`config.mk`:
```
export PLATFORM = sky130hd
export DESIGN_NAME = hcc_front
export DESIGN_NICKNAME = d
export VERILOG_FILES = /design/src/hyperspherical_coordinate_converter_unit_macros.svh /design/src/hcc_pkg.sv /design/src/hcc_front.sv
export SDC_FILE = /design/constraint.sdc
export NUM_CORES = 1
export LEC_CHECK = 0
export ABC_AREA = 1
export BUFFER_PORTS_ARGS = -buffer_cell sky130_fd_sc_hd__buf_2
export CAP_MARGIN = 20
export CORE_UTILIZATION = 40
export CTS_CLUSTER_DIAMETER = 200
export DETAILED_ROUTE_END_ITERATION = 8
export MAX_ROUTING_LAYER = met4
export PLACE_DENSITY = 0.87
export SETUP_SLACK_MARGIN = 0.4
export SKIP_LAST_GASP = 1
export SYNTH_ARGS = -nofsm -noshare
export SYNTH_HDL_FRONTEND = slang
export SYNTH_SLANG_ARGS = --single-unit
```
`constraint.sdc`:
```
create_clock -name clk -period 8.3 [get_ports clk]
set_input_delay 1.66 -clock clk [delete_from_list [all_inputs] [get_ports clk]]
set_output_delay 1.66 -clock clk [all_outputs]
set_load 0.02 [all_outputs]
```
`src/hyperspherical_coordinate_converter_unit_macros.svh`:
```
`ifndef HYPERSPHERICAL_COORDINATE_CONVERTER_UNIT_MACROS_SVH
`define HYPERSPHERICAL_COORDINATE_CONVERTER_UNIT_MACROS_SVH

// checked while out of reset
`define HCC_ASSERT(lbl, prop, msg) \
  lbl: assert property (@(posedge clk) disable iff (rst) prop) else $error(msg);

// checked on every edge, reset included
`define HCC_ASSERT_ALWAYS(lbl, prop, msg) \
  lbl: assert property (@(posedge clk) prop) else $error(msg);

`endif

```
`src/hcc_pkg.sv`:
```
`timescale 1ns / 1ps
`default_nettype none

package hcc_pkg;

  localparam int MAX_DIMS_DEF    = 16;
  localparam int VALUE_WIDTH_DEF = 24;
  localparam int DIMS_W          = 5;
  localparam int QUEUE_DEPTH     = 4;
  localparam int CORDIC_STEPS    = 30;
  localparam int STEP_W          = 5;
  localparam int ANG_W           = 36;
  localparam int TRIG_W          = 33;

  localparam logic [DIMS_W-1:0] DIMS_RESET = DIMS_W'(2);
  localparam logic              ADDR_DIMS  = 1'b0;

  localparam logic DIR_TO_POLAR = 1'b0;
  localparam logic DIR_TO_CART  = 1'b1;

  localparam logic signed [ANG_W-1:0]  PI_Q30       = 36'sd3373259426;
  localparam logic signed [ANG_W-1:0]  HALF_PI_Q30  = 36'sd1686629713;
  localparam logic signed [ANG_W-1:0]  TWO_PI_Q30   = 36'sd6746518852;
  localparam logic signed [TRIG_W-1:0] GAIN_INV_Q30 = 33'sd652032874;

  typedef struct packed {
    logic              dir;
    logic              last;
    logic [DIMS_W-1:0] n;
    logic [DIMS_W-1:0] pos;
  } hcc_ctrl_t;

  function automatic logic [ANG_W-1:0] atan_q30(input logic [STEP_W-1:0] i);
    logic [ANG_W-1:0] r;
    unique case (i)
      5'd0:  r = 36'd843314857;
      5'd1:  r = 36'd497837830;
      5'd2:  r = 36'd263043837;
      5'd3:  r = 36'd133525159;
      5'd4:  r = 36'd67021687;
      5'd5:  r = 36'd33543516;
      5'd6:  r = 36'd16775851;
      5'd7:  r = 36'd8388437;
      5'd8:  r = 36'd4194283;
      5'd9:  r = 36'd2097149;
      5'd10: r = 36'd1048576;
      5'd11: r = 36'd524288;
      5'd12: r = 36'd262144;
      5'd13: r = 36'd131072;
      5'd14: r = 36'd65536;
      5'd15: r = 36'd32768;
      5'd16: r = 36'd16384;
      5'd17: r = 36'd8192;
      5'd18: r = 36'd4096;
      5'd19: r = 36'd2048;
      5'd20: r = 36'd1024;
      5'd21: r = 36'd512;
      5'd22: r = 36'd256;
      5'd23: r = 36'd128;
      5'd24: r = 36'd64;
      5'd25: r = 36'd32;
      5'd26: r = 36'd16;
      5'd27: r = 36'd8;
      5'd28: r = 36'd4;
      5'd29: r = 36'd2;
      default: r = '0;
    endcase
    return r;
  endfunction

endpackage

`default_nettype wire

```
`src/hcc_front.sv`:
```
`timescale 1ns / 1ps
`default_nettype none

module hcc_front #(
  parameter int MAX_DIMS    = 16,
  parameter int VALUE_WIDTH = 24
) (
  input  logic                          clk,
  input  logic                          rst,
  input  logic                          psel,
  input  logic                          penable,
  input  logic                          pwrite,
  input  logic [2:0]                    paddr,
  input  logic [31:0]                   pwdata,
  output logic [31:0]                   prdata,
  output logic                          pready,
  input  logic                          s_tvalid,
  output logic                          s_tready,
  input  logic [VALUE_WIDTH-1:0]        s_value,
  input  logic                          s_tuser,
  output logic                          q_push,
  output logic [VALUE_WIDTH-1:0]        q_value,
  output hcc_pkg::hcc_ctrl_t            q_ctrl,
  input  logic                          q_full
);
  import hcc_pkg::*;

  logic [DIMS_W-1:0] dims;
  logic [DIMS_W-1:0] load_count;
  logic              dir_latch;
  logic [DIMS_W-1:0] n_eff, pos;
  logic              dir_now, is_last;

  assign pready   = 1'b1;
  assign prdata   = (paddr[2] == ADDR_DIMS) ? 32'(dims) : '0;
  assign s_tready = !q_full;
  assign q_push   = s_tvalid && s_tready;

  always_comb begin
    if (dims == '0) begin
      n_eff = DIMS_W'(1);
    end else if (32'(dims) > MAX_DIMS) begin
      n_eff = DIMS_W'(MAX_DIMS);
    end else begin
      n_eff = dims;
    end
    // a shortened vector lands its item on the last slot
    pos     = (load_count >= n_eff) ? n_eff - 1'b1 : load_count;
    is_last = (pos + 1'b1 == n_eff);
    dir_now = (load_count == '0) ? s_tuser : dir_latch;
  end

  assign q_value     = s_value;
  assign q_ctrl.dir  = dir_now;
  assign q_ctrl.last = is_last;
  assign q_ctrl.n    = n_eff;
  assign q_ctrl.pos  = pos;

  always_ff @(posedge clk) begin
    if (rst) begin
      dims       <= DIMS_RESET;
      load_count <= '0;
      dir_latch  <= DIR_TO_POLAR;
    end else begin
      if (psel && penable && pwrite && pready && paddr[2] == ADDR_DIMS) begin
        dims <= pwdata[DIMS_W-1:0];
      end
      if (q_push) begin
        dir_latch  <= dir_now;
        load_count <= is_last ? '0 : pos + 1'b1;
      end
    end
  end

endmodule

`default_nettype wire

```
==> results.tsv <==
metric	value	unit
status	finished, final reports clean	
Post-Layout Cell Count	273	
static leakage power	0.779	nW
Core ar.	0.00342	sq mm
TritonCTS clock tree	yes	
power per cell area	212	mW/mm^2
Clock Tree Root	clkbuf_4	
nets@finish	302	
DRC Markers	0	
crit end category	output port	
Die X	62.5	um
startpoint types	flop	
placed cells	269	
final setup fails	0	
worst hold start	dims[0]	
Clock Latency Late Sink	0.26	ns
Worst Skew	0.00219	ns
RSZ-0062 raised after global routing	no	
hpwl dp	2.18	mm
total CTS buffers	3	
# hold bufs at CTS	0	
Yosys cell types	26	
Hold Path End	dims[0]	
fmax	202	MHz
grt ovf	0	
YS warnings	0	
Cell Int Power	139	uW
IO Pins	138	
CP Class	flop to output port	
Seq pwr share	21.4	%
Mapped Cells	220	
initial core utilization	42.8	%
Inserted Diodes	0	
first-pass GRT wire length	4.37	mm
htree depth	1	
count of state elements after synthesis	11	
slowest cell on the critical path	dfxtp_1	
post-CTS setup buffers	0	
crit-path cells	nor2_1 > inv_1 > ha_1 > nand2_1 > nand2_1 > a21oi_4 > nand2_4 > nand2_1 > nand2_1 > ha_1 > xor2_1 > a21oi_1 > nand2_1 > nor2_2 > nand3_2 > nor2_1 > buf_2	
Gate power share	66.5	%
initial antenna violation count	0	
initial drt markers	29	
fraction of layout cells with a size suffix above 1	24.7	%
maximum net fanout on the critical path	8	
largest net degree at the start of global routing	11	
Total GRT Usage	13.8	%
cts repair resizes	0	
Vias/cell	4.46	
WHS Path Cells	2	
Design Area, Final	0.00139	sq mm
CP peak stage delay	0.38	ns
worst r2r src	dims[4]	
final hold vios	0	
clock sinks	11	
register area share after synthesis	15.1	%
worst hold slack	0.498	ns
R2R Path End	load_count[4]	
final core utilization	40.7	%
Die Y	62.5	um
R2R depth	17	
TNS Setup	0	ns
crit-path most repeated cell	nand2_1	
post-route minimum period	4.95	ns
clock buffer depth	2	
min-delay worst type	flop to flop	
switching part of the total	52.8	%
Psw	156	uW
post-route ant nets	0	
IO Port Bufs	32	
period utilisation layout	59.6	%
Final Max Slew Viols	0	
clk slew on worst S/H paths	0.07	ns
max-cap violations	0	
Syn Area/Cell	6.65	sq um
WL/cell	9.49	um
Critical Path AT	3.29	ns
Rows	21	
DIE AREA	0.00390	sq mm
peak supply drop	0.105	mV
vias in the first global route	1005	
CP required	6.64	ns
WL final	2.59	mm
flop-to-flop setup slack	5.22	ns
fillers	385	
GPL Wtd Cong	0.909	
Layout area overhead	-4.96	%
Synth Cell Area	0.00146	sq mm
vias post-DR	1218	
drt pass-1 iters	5	
clock power share	12.0	%
Placed Area	0.00136	sq mm
placed cells by master, fill, tap and decap left out, types with 2 or more instances in the layout:
master and instances:
a21oi_1 13, nand3_1 16, nand3_2 5, o21bai_1 5
o21ai_0 6, nand2_4 3, nor2_1 15, dfxtp_1 11
ha_1 7, and3_1 2, conb_1 28, inv_1 23
buf_2 32, nand3b_1 3, nand2_1 37, inv_2 3
clkbuf_4 3, nand2_2 6
worst max-delay path by stage:
stage	start	slack, ns	to	cells past startpoint
2_1_floorplan	dims[4]	3.62	q_ctrl[10]	17
3_3_place_gp	dims[4]	3.68	q_ctrl[10]	17
3_5_place_dp	dims[4]	3.62	q_ctrl[10]	17
4_1_cts	dims[4]	3.33	q_ctrl[10]	17
5_1_grt	dims[4]	3.01	q_ctrl[10]	17
6_report	dims[4]	3.35	q_ctrl[10]	17
cells in the mapped netlist (all sizes together):
cell type / instances / area (sq um)
a21oi: 14 / 81.3
and3: 2 / 12.5
buf: 54 / 405
conb: 2 / 7.51
dfxtp: 11 / 220
dlygate4sd1: 1 / 8.76
ha: 7 / 87.6
inv: 27 / 104
nand2: 46 / 210
nand3: 21 / 130
nand3b: 3 / 22.5
nor2: 16 / 62.6
nor3: 1 / 5.00
o211ai: 1 / 7.51
o21ai: 7 / 35.0
o21bai: 5 / 37.5
xor2: 2 / 25.0
cell families after synthesis:
logic type,count (synthesis),synth area share (%)
flip-flops,11,15.1
adder cells (fa/ha/maj),7,5.99
XOR/XNOR,2,1.71
AO/OA/AOI/OAI,27,11.0
AND/OR/NAND/NOR,89,30.3
buffers and inverters,82,35.4
other,2,0.513
critical path, delay by kind of cell (launching register included):
family	cells	cell delay, ns
flops	1	0.38
compound gates	2	0.39
simple gates	10	1.16
buf+inv	2	0.28
xor+xnor	1	0.17
fa+ha+maj	2	0.66
metal layers:
layer / vias to the layer above / track usage [%] / share of wire (%)
li1: 629 / - / -
met4: 0 / 2.91 / 0.62
met5: - / - / 0
met3: 4 / 3.47 / 7.1
met2: 52 / 22.6 / 47
met1: 533 / 17.2 / 45
power groups by stage:
stage	clock network, mW	registers [mW]	logic [mW]
final	0.0355	0.0632	0.196
after global routing	0.0396	0.0642	0.219
after CTS	0.0368	0.0633	0.197
after detailed placement	0	0.0645	0.196
after global placement	0	0.0642	0.192
after floorplan	0	0.0626	0.187
flip-flops by register name (all words and copies together), names as in the netlist:
name and flops:
dir_latch 1, dims 5, load_count 5
through the flow:
| step | power [mW] | setup slack (ns) |
|---|---|---|
| 2_1_floorplan | 0.250 | 3.62 |
| 3_3_place_gp | 0.256 | 3.68 |
| 3_5_place_dp | 0.261 | 3.62 |
| 4_1_cts | 0.297 | 3.33 |
| 5_1_grt | 0.323 | 3.01 |
| 6_report | 0.295 | 3.35 |
final cells by class:
class,count,area (sq um),share of cell area [%]
Clock buffer,4,26.3,1.89
Inverter,27,104,7.47
Multi-Input combinational cell,153,822,59.1
Sequential cell,11,220,15.8
Tap cell,46,57.6,4.14
Timing Repair Buffer,32,160,11.5
No activity file was read; power rests on OpenSTA's default activity.
