===== src/hyperspherical_coordinate_converter_unit_macros.svh =====
`ifndef HYPERSPHERICAL_COORDINATE_CONVERTER_UNIT_MACROS_SVH
`define HYPERSPHERICAL_COORDINATE_CONVERTER_UNIT_MACROS_SVH

// checked while out of reset
`define HCC_ASSERT(lbl, prop, msg) \
  lbl: assert property (@(posedge clk) disable iff (rst) prop) else $error(msg);

// checked on every edge, reset included
`define HCC_ASSERT_ALWAYS(lbl, prop, msg) \
  lbl: assert property (@(posedge clk) prop) else $error(msg);

`endif


===== src/hcc_fifo.sv =====
`timescale 1ns / 1ps
`default_nettype none
`include "hyperspherical_coordinate_converter_unit_macros.svh"

module hcc_fifo #(
  parameter int W     = 8,
  parameter int DEPTH = 4
) (
  input  logic         clk,
  input  logic         rst,
  input  logic         push,
  input  logic [W-1:0] push_data,
  output logic         full,
  input  logic         pop,
  output logic [W-1:0] pop_data,
  output logic         nonempty
);

  localparam int PTR_W = $clog2(DEPTH);
  localparam int CNT_W = $clog2(DEPTH + 1);

  logic [W-1:0]     mem [DEPTH];
  logic [PTR_W-1:0] wr_ptr, rd_ptr;
  logic [CNT_W-1:0] count;
  logic             do_push, do_pop;

  assign full     = (count == CNT_W'(DEPTH));
  assign nonempty = (count != '0);
  assign do_push  = push && !full;
  assign do_pop   = pop && nonempty;
  assign pop_data = mem[rd_ptr];

  always_ff @(posedge clk) begin
    if (do_push) begin
      mem[wr_ptr] <= push_data;
    end
  end

  always_ff @(posedge clk) begin
    if (rst) begin
      wr_ptr <= '0;
      rd_ptr <= '0;
      count  <= '0;
    end else begin
      if (do_push) begin
        wr_ptr <= (wr_ptr == PTR_W'(DEPTH - 1)) ? '0 : wr_ptr + 1'b1;
      end
      if (do_pop) begin
        rd_ptr <= (rd_ptr == PTR_W'(DEPTH - 1)) ? '0 : rd_ptr + 1'b1;
      end
      if (do_push && !do_pop) begin
        count <= count + 1'b1;
      end else if (do_pop && !do_push) begin
        count <= count - 1'b1;
      end
    end
  end

  `HCC_ASSERT(a_count_bound, count <= CNT_W'(DEPTH), "queue count beyond depth")
  `HCC_ASSERT(a_count_grow, (do_push && !do_pop) |=> count == $past(count) + 1'b1,
              "queue count did not follow a push")

endmodule

`default_nettype wire


===== config.mk =====
export PLATFORM = sky130hd
export DESIGN_NAME = hcc_fifo
export DESIGN_NICKNAME = d
export VERILOG_FILES = /design/src/hcc_fifo.sv
export VERILOG_INCLUDE_DIRS = /design/src /design/src/src
export SDC_FILE = /design/constraint.sdc
export NUM_CORES = 1
export LEC_CHECK = 0
export BUFFER_PORTS_ARGS = -buffer_cell sky130_fd_sc_hd__buf_2
export CAP_MARGIN = 20
export CORE_UTILIZATION = 60
export DETAILED_ROUTE_END_ITERATION = 10
export PLACE_DENSITY = 0.8
export SLEW_MARGIN = 10
export SYNTH_ARGS = -nofsm -noshare
export SYNTH_HDL_FRONTEND = slang
export SYNTH_SLANG_ARGS = --single-unit

===== constraint.sdc =====
create_clock -name clk -period 5.7 [get_ports clk]
set_clock_uncertainty 0.15 [all_clocks]
set_input_delay 0.57 -clock clk [delete_from_list [all_inputs] [get_ports clk]]
set_output_delay 0.57 -clock clk [all_outputs]
set_load 0.1 [all_outputs]

==> results_dict.tcl, run 1 <==
set metrics [dict create \
    antenna_cells 0 \
    yosysWarnings 0 \
    yosys.cell_types.count 26 \
    grt_antenna_before_repair 0 \
    cp_num_buf_inv 1 \
    die_area_um2 2960 \
    path_class "reg -> out" \
    timing.rr.end "count[2]" \
    seqPwrFrac 0.432 \
    cp.arrival_ps 1900 \
    drv_cap 0 \
    finalHoldViolCount 0 \
    syn_area_um2 1648 \
    reg2reg_slack_ps 3180 \
    seq_area_um2 1141 \
    routabilityCongestion 0.8160 \
    slowest_delay_ps 680 \
    detail-route-antenna-nets 0 \
    pwr-share-comb 0.424 \
    nFillCells 162 \
    synthTopCellsByArea "edfxtp_1 58%, dfxtp_1 11%, mux4_2 11%" \
    sw_frac_of_total 0.4497 \
    core_area_um2 2545 \
    dp.cells 139 \
    finalWirelength_um 2443 \
    multiInputGateArea_um2 459.2 \
    synth-edff-count 32 \
    fin_nets 135 \
    reg2reg_depth 9 \
    row_count 18 \
    p_per_area_nw_per_um2 509.8 \
    routedWlPerCell_um 16.62 \
    synth-seq-cells 41 \
    synthesis.nets 111 \
    portBuffers 21 \
    holdCritStartpoint "push_data[3]" \
    clock_sinks 41 \
    fp.dieH_um 54.41 \
    setup_viol 0 \
    leakage_uw 0.0006805 \
    synth.top_cell.area_share 0.5831 \
    grt_pass1_wl_um 3774 \
    cts_hold_buf 0 \
    cp_top_family "flip-flops" \
    cp_max_fo 8 \
    period_share 0.4596 \
    clkPwrFrac 0.144 \
    grt_use_total 0.1990 \
    hp-class "in -> reg" \
    ctsResizeCount 0 \
    numCtsBuffers 5 \
    fin_util 0.7144 \
    drv_slew 0 \
    synth_ff_type "edfxtp_1" \
    hold_depth 1 \
    avgSynthCellArea_um2 17.91 \
    drt-pass1-iter-count 4 \
    drt_iter0_markers 16 \
    p_int_uw 510.1 \
    start_util 0.6475 \
    worstSkewPairLatency_ps 330 \
    grt_setup_unrepaired "no" \
    netlist_instances 92 \
    grt_max_degree 13 \
    cts_tree "built" \
    dp_slack_ps 3197 \
    layout_setup_ws_ps 3080 \
    cp-end-kind "output pin" \
    power.switching_uw 416.8 \
    final_cells 147 \
    synthToLayoutAreaGrowth_pct 10.33 \
    cp_data_required_time_ps 4980 \
    min_to "mem[0][3]" \
    htreeDepth 2 \
    yosys.area.top_type "edfxtp_1" \
    clockBufferDepth 2 \
    gr-total-overflow 0 \
    cts.reportedPaths.clkPinSlew_ps 110 \
    async_flop_share 0 \
    status "completed" \
    maxSlewHeadroom 0.6400 \
    reg2reg_from "count[1]" \
    cts_setup_buffers 0 \
    yosysSeqAreaShare 0.6925 \
    start_kind "flop" \
    worst_pin_slew_ps 539.3 \
    fin_crit_ps 2620 \
    ios 22 \
    place_hpwl_um 1684 \
    crit_chain "mux4_2 > buf_2" \
    drc 0 \
    ir_worst_vdd_uv 392.9 \
    drive_above_1_share 0.3932 \
    worst_path_max_delay_cell "dfxtp_1" \
    dieWidth_um 54.41 \
    viasPerCell 5.639 \
    setup_tns_ps 0 \
    timing.fmax_mhz 381.7 \
    cts_root_buffer "clkbuf_4" \
    grt_pass1_vias 793 \
    via_count 829 \
]
## registers in the layout, summed over array words and instances (netlist names), named ones only
| name | flops |
|---|---|
| count | 3 |
| rd_ptr | 2 |
| mem | 32 |
| wr_ptr | 2 |
## cells in the final DEF, fill, tap and decap left out
| cell | n |
|---|---|
| clkbuf_4 | 5 |
| o31ai_2 | 2 |
| nor3_1 | 1 |
| or3_1 | 1 |
| inv_1 | 4 |
| clkinv_2 | 2 |
| nand3_1 | 2 |
| clkbuf_1 | 1 |
| mux4_2 | 8 |
| clkinv_4 | 1 |
| or3_2 | 2 |
| o21ai_1 | 1 |
| nor2_2 | 1 |
| edfxtp_1 | 32 |
| fa_1 | 1 |
| or3b_1 | 1 |
| and3_2 | 4 |
| mux2i_1 | 2 |
| a21oi_1 | 3 |
| dfxtp_1 | 9 |
| nand2_1 | 1 |
| nor2_1 | 3 |
| xor2_1 | 2 |
| o21ai_0 | 1 |
| buf_2 | 21 |
| ha_1 | 6 |
## cell usage after synthesis, types with 2 or more instances
| cell type | count |
|---|---|
| and3_2 | 4 |
| a21oi_1 | 3 |
| o31ai_2 | 2 |
| edfxtp_1 | 32 |
| or3_2 | 2 |
| nor2_1 | 3 |
| inv_1 | 4 |
| dfxtp_1 | 9 |
| ha_1 | 6 |
| xor2_1 | 2 |
| mux2i_1 | 2 |
| nand3_1 | 2 |
| mux4_2 | 8 |
## area by class of cell
| class | count | share of cell area |
|---|---|---|
| clock buffer | 6 | 0.02271 |
| clock inverter | 2 | 0.005506 |
| inverter | 5 | 0.01308 |
| multi-input combinational | 42 | 0.2526 |
| sequential | 41 | 0.6277 |
| tap | 30 | 0.02065 |
| timing repair buffer | 21 | 0.05781 |
## through the flow
step	hold WS, ps	instance area, µm²	power, µW
2_1_floorplan	313.4	1648	748.5
3_3_place_gp	324.4	1767	794.0
3_5_place_dp	350.6	1767	803.8
5_1_grt	272.8	1818	972.9
6_report	294.7	1818	926.8
4_1_cts	278.0	1818	934.8
## power by group through the flow
stage	registers, µW	logic, µW	clock network (µW)
2_1_floorplan	387	362	0
3_3_place_gp	406	388	0
3_5_place_dp	409	395	0
4_1_cts	402	396	137
5_1_grt	407	415	151
6_report	401	393	133
## worst reg2reg max path, cell delays in order (launching register included)
cell and delay (ps):
dfxtp_1 450, or3b_1 300, clkinv_4 90, nor2_2 130
ha_1 190, inv_1 60, fa_1 370, xor2_1 160
or3_2 410, a21oi_1 140
## how the worst max path moves through the flow
stage | from | end | slack (ps) | depth (start not counted)
floorplan | count[0] | count[2] | 3190 | 10
global placement | push | count[2] | 3290 | 9
detailed placement | count[0] | count[2] | 3200 | 9
CTS | flop | pop_data[5] | 3030 | 2
global route | flop | pop_data[0] | 2960 | 2
finish | flop | pop_data[5] | 3080 | 2
## per-layer routing
layer | global-route usage | vias up | routed length [µm]
met5 | 0 | - | 0
met4 | 0.1068 | 0 | 35
met3 | 0.06111 | 5 | 108
met2 | 0.2967 | 23 | 1168
met1 | 0.2609 | 401 | 1130
li1 | - | 400 | -
## cell families after synthesis
logic type,Yosys count,share of synthesized area
adders and majority gates,7,0.05771
and+or+nand+nor,16,0.05846
buffers and inverters,9,0.02884
AOI/OAI and AO/OA,7,0.03036
DFF,41,0.6925
muxes,10,0.1215
xor gates and xnor gates,2,0.01063
Power figures use the tool's default switching activity.
==> run 2, diff against run 1 <==
--- a/config.mk
+++ b/config.mk
@@ -6,11 +6,12 @@
 export SDC_FILE = /design/constraint.sdc
 export NUM_CORES = 1
 export LEC_CHECK = 0
+export ABC_AREA = 1
 export BUFFER_PORTS_ARGS = -buffer_cell sky130_fd_sc_hd__buf_2
 export CAP_MARGIN = 20
-export CORE_UTILIZATION = 60
+export CORE_UTILIZATION = 56
 export DETAILED_ROUTE_END_ITERATION = 10
-export PLACE_DENSITY = 0.8
+export PLACE_DENSITY = 0.75
 export SLEW_MARGIN = 10
 export SYNTH_ARGS = -nofsm -noshare
 export SYNTH_HDL_FRONTEND = slang
==> constraint.sdc (replaced) <==
create_clock -name clk -period 2.43 [get_ports clk]
set_clock_uncertainty 0.15 [all_clocks]
set_input_delay 0.243 -clock clk [delete_from_list [all_inputs] [get_ports clk]]
set_output_delay 0.243 -clock clk [all_outputs]
set_load 0.1 [all_outputs]
==> run 2 against run 1 <==
Non-clock buffer count up 14. Clock-buffer cell count up 1. Critical path depth up 3. Die area up 10%. Hold slack worse by 270 ps. Synthesized area up 3.2%. Worst setup slack worse by 2900 ps. Via count up 37%. Critical path type unchanged. Critical endpoint is now pop_data[4].
==> results_dict.tcl, run 2 <==
set metrics [dict create \
    synth-seq-cells 41 \
    fp.dieH_um 57.11 \
    start_util 0.6062 \
    core_area_um2 2805 \
    drt_iter0_markers 36 \
    final_cell_mix "32 x nor2_1, 32 x edfxtp_1, 21 x buf_2" \
    largest_register_ff_count 32 \
    setup_viol 0 \
    yosys.area.top_type "edfxtp_1" \
    cts_root_buffer "clkbuf_4" \
    drive_above_1_share 0.2674 \
    synth_ff_type "edfxtp_1" \
    multiInputGateArea_um2 523.0 \
    clockBufferDepth 2 \
    timing.rr.end "count[1]" \
    crit_chain "buf_4 > inv_2 > o21ai_0 > o22ai_2 > buf_2" \
    syn_area_um2 1700 \
    grt_max_degree 18 \
    place_hpwl_um 2002 \
    path_class "reg -> out" \
    fin_crit_ps 2227 \
    finalWirelength_um 2975 \
    seq_area_um2 1141 \
    dieWidth_um 57.11 \
    synthTopCellsByArea "edfxtp_1 57%, dfxtp_1 11%, nor2_1 7.1%" \
    async_flop_share 0 \
    row_count 19 \
    synthToLayoutAreaGrowth_pct 23.03 \
    drc 0 \
    cp.arrival_ps 1830 \
    synth_common_cells "32 x edfxtp_1, 32 x nor2_1, 16 x inv_1, 13 x o21ai_0, 11 x nand2_1" \
    grt_setup_unrepaired "no" \
    viasPerCell 5.206 \
    drt-pass1-iter-count 4 \
    cts_tree "built" \
    detail-route-antenna-nets 0 \
    portBuffers 21 \
    gr-total-overflow 0 \
    drv_slew 0 \
    reg_top3 "mem (32), count (3)" \
    synth-edff-count 32 \
    drv_cap 0 \
    yosysSeqAreaShare 0.6711 \
    synth.top_cell.area_share 0.5651 \
    routabilityCongestion 0.7916 \
    die_area_um2 3261 \
    finalHoldViolCount 0 \
    htreeDepth 2 \
    numCtsBuffers 5 \
    clock_sinks 41 \
    via_count 1135 \
    period_share 0.9165 \
    crit_end "pop_data[4]" \
    worst_path_max_delay_cell "buf_2" \
    status "completed" \
    slowest_delay_ps 450 \
    nFillCells 208 \
    setup_tns_ps 0 \
    yosysWarnings 0 \
    worst_pin_slew_ps 487.1 \
    grt_pass1_vias 1162 \
    synthesis.nets 165 \
    cp_max_fo 17 \
    antenna_cells 0 \
    grt_pass1_wl_um 4995 \
    hp-class "in -> reg" \
    cts.reportedPaths.clkPinSlew_ps 110 \
    maxSlewHeadroom 0.6775 \
    reg2reg_slack_ps 390 \
    timing.fmax_mhz 449.0 \
    routedWlPerCell_um 13.65 \
    reg2reg_from "count[1]" \
    reg2reg_depth 9 \
    cp_data_required_time_ps 2040 \
    worstSkewPairLatency_ps 350 \
    grt_use_total 0.2146 \
    avgSynthCellArea_um2 11.65 \
    ctsResizeCount 0 \
    ios 22 \
    fin_nets 205 \
    start_kind "flop" \
    top_register "mem" \
    grt_antenna_before_repair 0 \
    yosys.cell_types.count 20 \
    cp-end-kind "output pin" \
    netlist_instances 146 \
]
## run 2: changes by cell type in the layout (fill, tap and decap cells not counted), moves of 9 or more
cell / previous run / this run
o21ai_0: 1 / 13
dlygate4sd3_1: 0 / 9
nor2_1: 3 / 32
nand2_1: 1 / 11
inv_1: 4 / 16
## run 2: final cells by class
class | count | share of cell area
Sequential cell | 41 | 0.5455
Timing Repair Buffer | 35 | 0.1112
Tap cell | 31 | 0.01854
Clock inverter | 1 | 0.002392
Inverter | 17 | 0.03050
Clock buffer | 7 | 0.04187
Multi-Input combinational cell | 86 | 0.2500
## run 2: per-stage QoR
| stage | util | setup WS, ps | cell area [µm²] | cells | hold WS, ps |
|---|---|---|---|---|---|
| after floorplan | - | 253.1 | 1750 | 146 | 165.4 |
| after global routing | 0.7458 | 79.17 | 2092 | 218 | 55.48 |
| after global placement | 0.6806 | 533.7 | 1909 | 201 | 266.3 |
| after CTS | 0.7458 | 180.3 | 2092 | 218 | 28.93 |
| after detailed placement | 0.6806 | 416.1 | 1909 | 201 | 269.2 |
| final | 0.7458 | 202.8 | 2092 | 218 | 27.37 |
## run 2: timing repair
action / 4_1_cts / 5_1_grt
setup buffers: 0 / 0
endpoints found under the hold margin: 33 / 0
hold buffers: 9 / 0
## run 2: worst min path at each step
stage	depth (start not counted)	slack, ps	startpoint	endpoint
floorplan	1	170	rst	count[0]
global placement	2	270	rst	count[0]
detailed placement	2	270	rst	count[0]
CTS	3	30	push	wr_ptr[1]
global route	4	60	push	wr_ptr[1]
finish	3	30	push	wr_ptr[1]
## run 2: cells by family (layout without fill, tap and decap cells)
kind of cell    Yosys count  after routing  synth area share
compound gates           27             27           0.09198
xor+xnor                  1              1          0.005152
fa+ha+maj                 7              7           0.05592
buf+inv                  19             60           0.05077
flops                    41             41            0.6711
simple gates             51             51            0.1251
## run 2: worst max-delay path, delay by kind of cell, from the launching register on
kind / cells / cell delay (ps)
flops: 1 / 320
compound gates: 2 / 280
buf+inv: 3 / 880
## run 2: per-layer routing
layer  track usage  share of wire
met5             0              0
met3       0.04989          0.035
met1        0.2543           0.41
met2        0.3597           0.54
met4        0.1254          0.024
Power of run 2 is left out: the tool's default activity adds up to more than one toggle a clock period on the data nets, which glitch-free logic cannot reach.
